**src/hdl/sorted_priority_queue_defines.svh**
```systemverilog
// Assertion macros for the sorted priority queue.
// Compiled out when SYNTHESIS is defined.
`ifndef SORTED_PRIORITY_QUEUE_DEFINES_SVH
`define SORTED_PRIORITY_QUEUE_DEFINES_SVH

`ifndef SYNTHESIS

// Check a property on every rising edge of clk, ignoring cycles in reset.
`define SPQ_ASSERT(label, clk_i, rst_n, prop, msg) \
	label: assert property (@(posedge clk_i) disable iff (!rst_n) prop) else $error(msg);

// Check a property on every rising edge of clk, reset included.
`define SPQ_ASSERT_ALWAYS(label, clk_i, prop, msg) \
	label: assert property (@(posedge clk_i) prop) else $error(msg);

`else

`define SPQ_ASSERT(label, clk_i, rst_n, prop, msg)
`define SPQ_ASSERT_ALWAYS(label, clk_i, prop, msg)

`endif

`endif

```
**src/hdl/spq_pkg.sv**
```systemverilog
`default_nettype none

package spq_pkg;

	localparam int DEPTH    = 16;
	localparam int KEY_BITS = 16;
	localparam int TAG_BITS = 16;
	localparam int CNT_BITS = $clog2(DEPTH + 1);
	localparam int LVLS     = $clog2(DEPTH);

	typedef enum logic [1:0] {
		OP_PUSH   = 2'd0,
		OP_POP    = 2'd1,
		OP_REMOVE = 2'd2,
		OP_NOP    = 2'd3
	} op_t;

	typedef enum logic [1:0] {
		ST_OK    = 2'd0,
		ST_EMPTY = 2'd1,
		ST_FULL  = 2'd2
	} status_t;

	typedef struct packed {
		op_t                 opcode;
		logic [KEY_BITS-1:0] item_key;
		logic [TAG_BITS-1:0] item_tag;
	} req_t;

	typedef struct packed {
		logic [KEY_BITS-1:0] front_key;
		logic [TAG_BITS-1:0] front_tag;
		logic [CNT_BITS-1:0] entry_count;
		logic                is_empty;
		logic                found;
		status_t             status;
	} rsp_t;

	typedef struct packed {
		logic [KEY_BITS-1:0] key;
		logic [TAG_BITS-1:0] tag;
	} entry_t;

	// Operation broadcast to every cell; OP_NOP when no request takes effect.
	typedef struct packed {
		op_t    act;
		entry_t item;
	} bcast_t;

	// Per-cell position flags worked out around the row.
	typedef struct packed {
		logic occ;      // cell holds a live entry
		logic tail;     // first free cell
		logic left_gt;  // left neighbour's key is larger than the pushed key
		logic hit;      // a match lies at or before this cell
	} cell_pos_t;

endpackage

`default_nettype wire

```
**src/hdl/spq_cell.sv**
```systemverilog
`default_nettype none

module spq_cell (
	input  wire logic               clk,
	input  wire spq_pkg::bcast_t    bcast,
	input  wire spq_pkg::cell_pos_t pos,
	input  wire spq_pkg::entry_t    left,
	input  wire spq_pkg::entry_t    right,
	output logic                    gt,
	output logic                    match,
	output spq_pkg::entry_t         nxt,
	output spq_pkg::entry_t         entry
);

	spq_pkg::entry_t entry_q;

	assign gt    = pos.occ && (bcast.item.key < entry_q.key);
	assign match = pos.occ && (entry_q == bcast.item);
	assign entry = entry_q;

	// Push: shift right behind the insertion point; pop: shift left;
	// remove: shift left from the first match onwards.
	always_comb begin
		nxt = entry_q;
		case (bcast.act)
			spq_pkg::OP_PUSH: begin
				if (pos.left_gt) begin
					nxt = left;
				end else if (gt || pos.tail) begin
					nxt = bcast.item;
				end
			end
			spq_pkg::OP_POP: begin
				nxt = right;
			end
			spq_pkg::OP_REMOVE: begin
				if (pos.hit) begin
					nxt = right;
				end
			end
			default: begin
			end
		endcase
	end

	always_ff @(posedge clk) begin
		entry_q <= nxt;
	end

endmodule

`default_nettype wire

```
**src/hdl/spq_prefix.sv**
```systemverilog
`default_nettype none

// Prefix OR over the cell row: bit i of hit is set when any match lies at or
// before cell i. Log-depth tree of OR stages.
module spq_prefix (
	input  wire logic [spq_pkg::DEPTH-1:0] match,
	output logic      [spq_pkg::DEPTH-1:0] hit
);

	logic [spq_pkg::DEPTH-1:0] lvl [spq_pkg::LVLS+1];

	assign lvl[0] = match;

	for (genvar l = 0; l < spq_pkg::LVLS; l++) begin : g_lvl
		for (genvar i = 0; i < spq_pkg::DEPTH; i++) begin : g_bit
			if (i >= (1 << l)) begin : g_or
				assign lvl[l+1][i] = lvl[l][i] | lvl[l][i-(1<<l)];
			end else begin : g_pass
				assign lvl[l+1][i] = lvl[l][i];
			end
		end
	end

	assign hit = lvl[spq_pkg::LVLS];

endmodule

`default_nettype wire

```
**src/hdl/sorted_priority_queue.sv**
```systemverilog
`default_nettype none

// Sorted priority queue: up to spq_pkg::DEPTH entries (key, tag) kept in
// ascending key order in a row of cells, cell 0 being the front; equal keys
// leave in arrival order. Every request word (push, pop, remove, no-op)
// yields exactly one response word reporting the front entry, the count, an
// empty flag, whether a remove found its entry, and a status: empty error
// for pop or remove on an empty queue, full error for push when full; an
// erroring request changes nothing. One request is taken per clock cycle:
// all cells compare the broadcast key and tag at once and each loads from
// itself, a neighbour or the request in that same cycle, with the
// first-match search for remove done by a log-depth prefix OR across the
// row. The response is registered on acceptance and held until it is read;
// a new request is taken while the previous response is being read, and
// requests stall only while an unread response sits in the output register.
// Entry storage is not cleared at reset; only the count and the response valid flag are.

`include "sorted_priority_queue_defines.svh"

module sorted_priority_queue (
	input  wire logic            clk,
	input  wire logic            arst_n,
	input  wire logic            req_valid,
	output logic                 req_ready,
	input  wire spq_pkg::req_t   req,
	output logic                 rsp_valid,
	input  wire logic            rsp_ready,
	output spq_pkg::rsp_t        rsp
);

	localparam int N = spq_pkg::DEPTH;

	logic [spq_pkg::CNT_BITS-1:0] count_q;
	logic [spq_pkg::CNT_BITS-1:0] count_d;
	logic                         rsp_valid_q;
	spq_pkg::rsp_t                rsp_q;
	spq_pkg::rsp_t                rsp_d;

	logic                         acc;
	logic                         full;
	logic                         empty;
	logic                         found;
	spq_pkg::status_t             status;
	spq_pkg::bcast_t              bcast;

	logic [N-1:0]                 occ;
	logic [N-1:0]                 gt;
	logic [N-1:0]                 match;
	logic [N-1:0]                 hit;
	spq_pkg::entry_t              nxt   [N];
	spq_pkg::entry_t              entry [N];

	// Take a new word whenever the output register is free or being drained.
	assign req_ready = !rsp_valid_q || rsp_ready;
	assign acc       = req_valid && req_ready;
	assign full      = (count_q == spq_pkg::CNT_BITS'(N));
	assign empty     = (count_q == '0);

	// Decide the action broadcast to the row; drop erroring requests.
	always_comb begin
		bcast.act  = spq_pkg::OP_NOP;
		bcast.item = '{key: req.item_key, tag: req.item_tag};
		status     = spq_pkg::ST_OK;
		if (acc) begin
			case (req.opcode)
				spq_pkg::OP_PUSH: begin
					if (full) begin
						status = spq_pkg::ST_FULL;
					end else begin
						bcast.act = spq_pkg::OP_PUSH;
					end
				end
				spq_pkg::OP_POP,
				spq_pkg::OP_REMOVE: begin
					if (empty) begin
						status = spq_pkg::ST_EMPTY;
					end else begin
						bcast.act = req.opcode;
					end
				end
				default: begin
				end
			endcase
		end
	end

	// Live cells sit below the count; the tail is the first free cell.
	for (genvar i = 0; i < N; i++) begin : g_cell
		spq_pkg::cell_pos_t pos;
		spq_pkg::entry_t    left;
		spq_pkg::entry_t    right;

		assign occ[i]  = count_q > spq_pkg::CNT_BITS'(i);
		assign pos.occ = occ[i];
		assign pos.hit = hit[i];

		if (i == 0) begin : g_front
			assign pos.tail    = !occ[0];
			assign pos.left_gt = 1'b0;
			assign left        = '0;
		end else begin : g_inner
			assign pos.tail    = occ[i-1] && !occ[i];
			assign pos.left_gt = gt[i-1];
			assign left        = entry[i-1];
		end

		// The last cell has no right neighbour; what it loads lies past the count.
		if (i == N - 1) begin : g_back
			assign right = entry[i];
		end else begin : g_mid
			assign right = entry[i+1];
		end

		spq_cell u_cell (
			.clk   (clk),
			.bcast (bcast),
			.pos   (pos),
			.left  (left),
			.right (right),
			.gt    (gt[i]),
			.match (match[i]),
			.nxt   (nxt[i]),
			.entry (entry[i])
		);
	end

	spq_prefix u_prefix (
		.match (match),
		.hit   (hit)
	);

	assign found = (bcast.act == spq_pkg::OP_REMOVE) && hit[N-1];

	// Advance the count with the action that really happened.
	always_comb begin
		count_d = count_q;
		case (bcast.act)
			spq_pkg::OP_PUSH:   count_d = count_q + spq_pkg::CNT_BITS'(1);
			spq_pkg::OP_POP:    count_d = count_q - spq_pkg::CNT_BITS'(1);
			spq_pkg::OP_REMOVE: begin
				if (found) begin
					count_d = count_q - spq_pkg::CNT_BITS'(1);
				end
			end
			default: begin
			end
		endcase
	end

	// Report the queue as it stands after the operation; zero front when empty.
	always_comb begin
		rsp_d.front_key   = (count_d != '0) ? nxt[0].key : '0;
		rsp_d.front_tag   = (count_d != '0) ? nxt[0].tag : '0;
		rsp_d.entry_count = count_d;
		rsp_d.is_empty    = (count_d == '0);
		rsp_d.found       = found;
		rsp_d.status      = status;
	end

	always_ff @(posedge clk or negedge arst_n) begin
		if (!arst_n) begin
			count_q     <= '0;
			rsp_valid_q <= 1'b0;
		end else begin
			count_q <= count_d;
			if (acc) begin
				rsp_valid_q <= 1'b1;
			end else if (rsp_ready) begin
				rsp_valid_q <= 1'b0;
			end
		end
	end

	// Hold the response word until it is taken.
	always_ff @(posedge clk) begin
		if (acc) begin
			rsp_q <= rsp_d;
		end
	end

	assign rsp_valid = rsp_valid_q;
	assign rsp       = rsp_q;

	`SPQ_ASSERT_ALWAYS(a_count_bound, clk, !arst_n || (count_q <= spq_pkg::CNT_BITS'(N)), "count above depth")
	`SPQ_ASSERT(a_push_grows, clk, arst_n, (acc && req.opcode == spq_pkg::OP_PUSH && !full) |=> (count_q == $past(count_q) + spq_pkg::CNT_BITS'(1)), "push did not grow count")
	`SPQ_ASSERT(a_empty_flag, clk, arst_n, rsp_valid |-> (rsp.is_empty == (rsp.entry_count == '0)), "empty flag disagrees with count")
	`SPQ_ASSERT(a_found_ok, clk, arst_n, (acc && found) |-> (status == spq_pkg::ST_OK && count_d != count_q), "found without a removal")

endmodule

`default_nettype wire

```
**config.mk**
```make
export PLATFORM = sky130hd
export DESIGN_NAME = sorted_priority_queue
export DESIGN_NICKNAME = d
export VERILOG_FILES = /design/src/hdl/spq_pkg.sv /design/src/hdl/spq_cell.sv /design/src/hdl/spq_prefix.sv /design/src/hdl/sorted_priority_queue.sv
export VERILOG_INCLUDE_DIRS = /design/src /design/src/hdl
export SDC_FILE = /design/constraint.sdc
export NUM_CORES = 2
export LEC_CHECK = 0
export ABC_AREA = 1
export BUFFER_PORTS_ARGS = -buffer_cell sky130_fd_sc_hd__buf_4
export CORE_MARGIN = 3
export CORE_UTILIZATION = 60
export CTS_BUF_LIST = sky130_fd_sc_hd__clkbuf_8
export CTS_CLUSTER_SIZE = 30
export DETAILED_ROUTE_END_ITERATION = 7
export PLACE_DENSITY_LB_ADDON = 0.05
export SYNTH_ARGS = -nofsm -noshare
export SYNTH_HDL_FRONTEND = slang
export SYNTH_SLANG_ARGS = --single-unit
```
**constraint.sdc**
```tcl
create_clock -name clk -period 7.81 [get_ports clk]
set_clock_uncertainty 0.15 [all_clocks]
set_input_delay 0.3905 -clock clk [delete_from_list [all_inputs] [get_ports clk]]
set_output_delay 0.3905 -clock clk [all_outputs]
set_load 0.005 [all_outputs]
```
==> out/metrics.cfg <==
[status]
status=finished, violations left
violations=DRC

[synthesis]
yosysSeqAreaShare_pct=39.7
synth-seq-cells=559
synth.largest_area_cell=edfxtp_1
syn_area_per_cell_sq_um=7.45
synth_nets=5864
synth_flop_cell=edfxtp_1
yosys_warnings=0
ys_async_sr_fraction_pct=1.07
synth.top_cell.area_share_pct=37.8
synth_top_cells_by_area=edfxtp_1, nand2_1, ha_1
synth_area_sq_um=41400
synth_edf_count=521
synth.most_common_cell=nand2_1
synthTopCellsByCount=nand2_1, inv_1, nor2_1, o21ai_0, edfxtp_1
ys_types=57
syn_inst=5557

[die]
core_region_area_sq_um=67800
die_x_um=269
io_pins=81
initial_utilization_pct=61.1
core.rowCount=95
die_h_um=269
die_area_sq_um=72200

[clocking]
cts_buffers=100
ctsLongestPathBuffers=3
cts_tree=built
postCtsSetupBuffers=0
clock-root-buffer=clkbuf_8
cts_sinks=559
clk_pin_slew_ns=0.07
post_cts_resized=0
htreeDepth=3
clk_latency_ns=0.74

[sta]
finalSetupViolCount=0
rsz0062_at_grt=no
fin_crit_ns=4.89
slew_viol_final=0
fin_crit_sh_pct=62.7
timing.fmax_ghz=0.204
worst_slew_pin_slew_ns=1.13
setup_slack_ns=2.92
hold_viol=0
relSlewSlack_pct=23.9
tns_ns=0

[place]
io_buffers=80
dp.cells=6244
post-place-ws_ns=3.02
hpwl_mm=116
gp_congestion=1.03

[power_and_ir_drop]
leakage_nw=19.8
max-vdd-ir-drop_mv=0.213
clkPwrFrac_pct=19.3
switchingPower_mw=6.79
power.internal_mw=7.91
seq_power_share_pct=36.6
powerDensity_nw_per_um2=331
switching_share_pct=46.2
p_comb_share_pct=44.1

[routing]
routed_wl_mm=165
drt_iter0_markers=7804
wire_per_inst_um=25.7
drcViolationCount=2
dr.pass1.iters=8
post_drt_via_cell_ratio=6.49
ant_nets=0
vias=41768

[worst_setup_path]
worst_setup_path_start_kind=register
worstPathMaxFanout=37
worstSetupEndpointType=register
cp.required_ns=8.11
critPathArrivalTime_ns=5.20
critical_path_class=register to register

[global_routing]
grt_pass1_wl_mm=237
track_usage_pct=44.7
grt_max_degree=269
antenna_found_initial=2
overflow=0
grt_pass1_vias=36811

[cells_and_area]
final_layout_size_suffix_gt1_share_pct=6.04
fin_cells=6438
num-nets-final=5788
syn_to_final_growth_pct=7.30

[min_path]
hold_path.class=input port to register

[flow_run]
drv_cap=0

==> metrics by stage <==
| step | area (sq um) | utilization [%] | total power [mW] | hold slack, ns |
|---|---|---|---|---|
| floorplan | 41400 | - | 9.29 | -0.0551 |
| global placement | 42400 | 62.6 | 11.4 | 0.0583 |
| detailed placement | 42400 | 62.6 | 11.5 | 0.0636 |
| CTS | 44400 | 65.6 | 14.4 | 0.0711 |
| global route | 44400 | 65.6 | 15.4 | 0.138 |
| finish | 44400 | 65.6 | 14.7 | 0.107 |
==> flip-flops by register name (all words and copies together), names as in the netlist <==
signal	flops
count_q	5
g_cell.u_cell.entry	512
rsp	41
rsp_valid	1
==> kinds of logic (layout without fill, tap and decap cells) <==
group,count (synthesis),after routing,share of synthesized area [%]
other,0,3,0
AOI/OAI and AO/OA,1429,1429,19.7
DFF,559,559,39.7
and+or+nand+nor,2169,2169,21.1
xor gates and xnor gates,65,65,1.37
buffers and inverters,1066,1071,10.0
adders and majority gates,269,269,8.13
==> worst max-delay path, stage by stage, from the launching register on <==
cell and delay (ns):
dfrtp_1 0.53, nor2_8 0.59, nand2_2 0.14, inv_2 0.15, nand2_2 0.11, inv_2 0.12, o21ai_0 0.08, nand2_1 0.18
inv_1 0.10, ha_1 0.20, buf_4 0.23, inv_2 0.66, o22ai_1 0.19, inv_1 0.08, nand2_1 0.05, a21oi_1 0.16
nand2_1 0.12, nor2_4 0.65, nor2_1 0.09
==> worst paths after layout <==
path,to,slack [ns],start,depth (start not counted)
worst max-delay path,rsp[22],2.92,count_q[4],18
worst min-delay path,rsp[0],0.11,req[33],5
max in group asynchronous,count_q[2],6.75,arst_n,3
worst min register to register,g_cell[0].u_cell.entry[22],0.44,g_cell[0].u_cell.entry[22],2
worst max register to register,rsp[22],2.92,count_q[4],18
min in group asynchronous,count_q[4],0.49,arst_n,3
==> layout by cell type, fill, tap and decap left out, types with 9 or more instances in the layout <==
master    instances
nand2_1        1165
inv_1           747
nor2_1          692
o21ai_0         611
edfxtp_1        521
o22ai_1         319
ha_1            268
a21oi_1         260
buf_4           135
o211ai_1        134
clkbuf_8        104
nand3_1          99
nand4_1          81
nor3_1           54
a31oi_1          33
xor2_1           33
xnor2_1          32
dfxtp_1          32
clkinv_1         30
nor4_1           24
nor2_2           18
inv_2            16
o21bai_1         14
clkinv_2         13
a221oi_1         11
a211oi_1         11
o221ai_1          9
==> metal layers <==
layer / vias to the layer above / routed length (um) / global-route usage [%]
met3: 544 / 28100 / 12.5
li1: 18826 / - / -
met4: 2 / 11100 / 25.7
met5: - / 62 / 0.725
met1: 18916 / 62800 / 64.7
met2: 3480 / 63200 / 59.3
==> layout make-up <==
class                   instances  area (sq um)
clock inverters                79           544
diodes                          3          7.51
clock buffers                 104          1430
flip-flops and latches        559         16400
well taps                     873          1090
multi-input cells            3932         21000
inverters                     742          2790
repair buffers                146          1150
fillers                      6033         23300
==> power by group through the flow <==
stage               Sequential [mW]  Combinational, mW  Clock, mW
finish                         5.38               6.48       2.85
global route                   5.41               7.04       2.96
CTS                            5.31               6.21       2.84
detailed placement             5.36               6.17          0
global placement               5.35               6.06          0
floorplan                      4.99               4.30          0
==> what timing repair did <==
action,4_1_cts,5_1_grt
hold buffers,8,0
setup endpoints to repair,0,0
endpoints found under the hold margin,10,0
(Power assumes the default switching activity.)
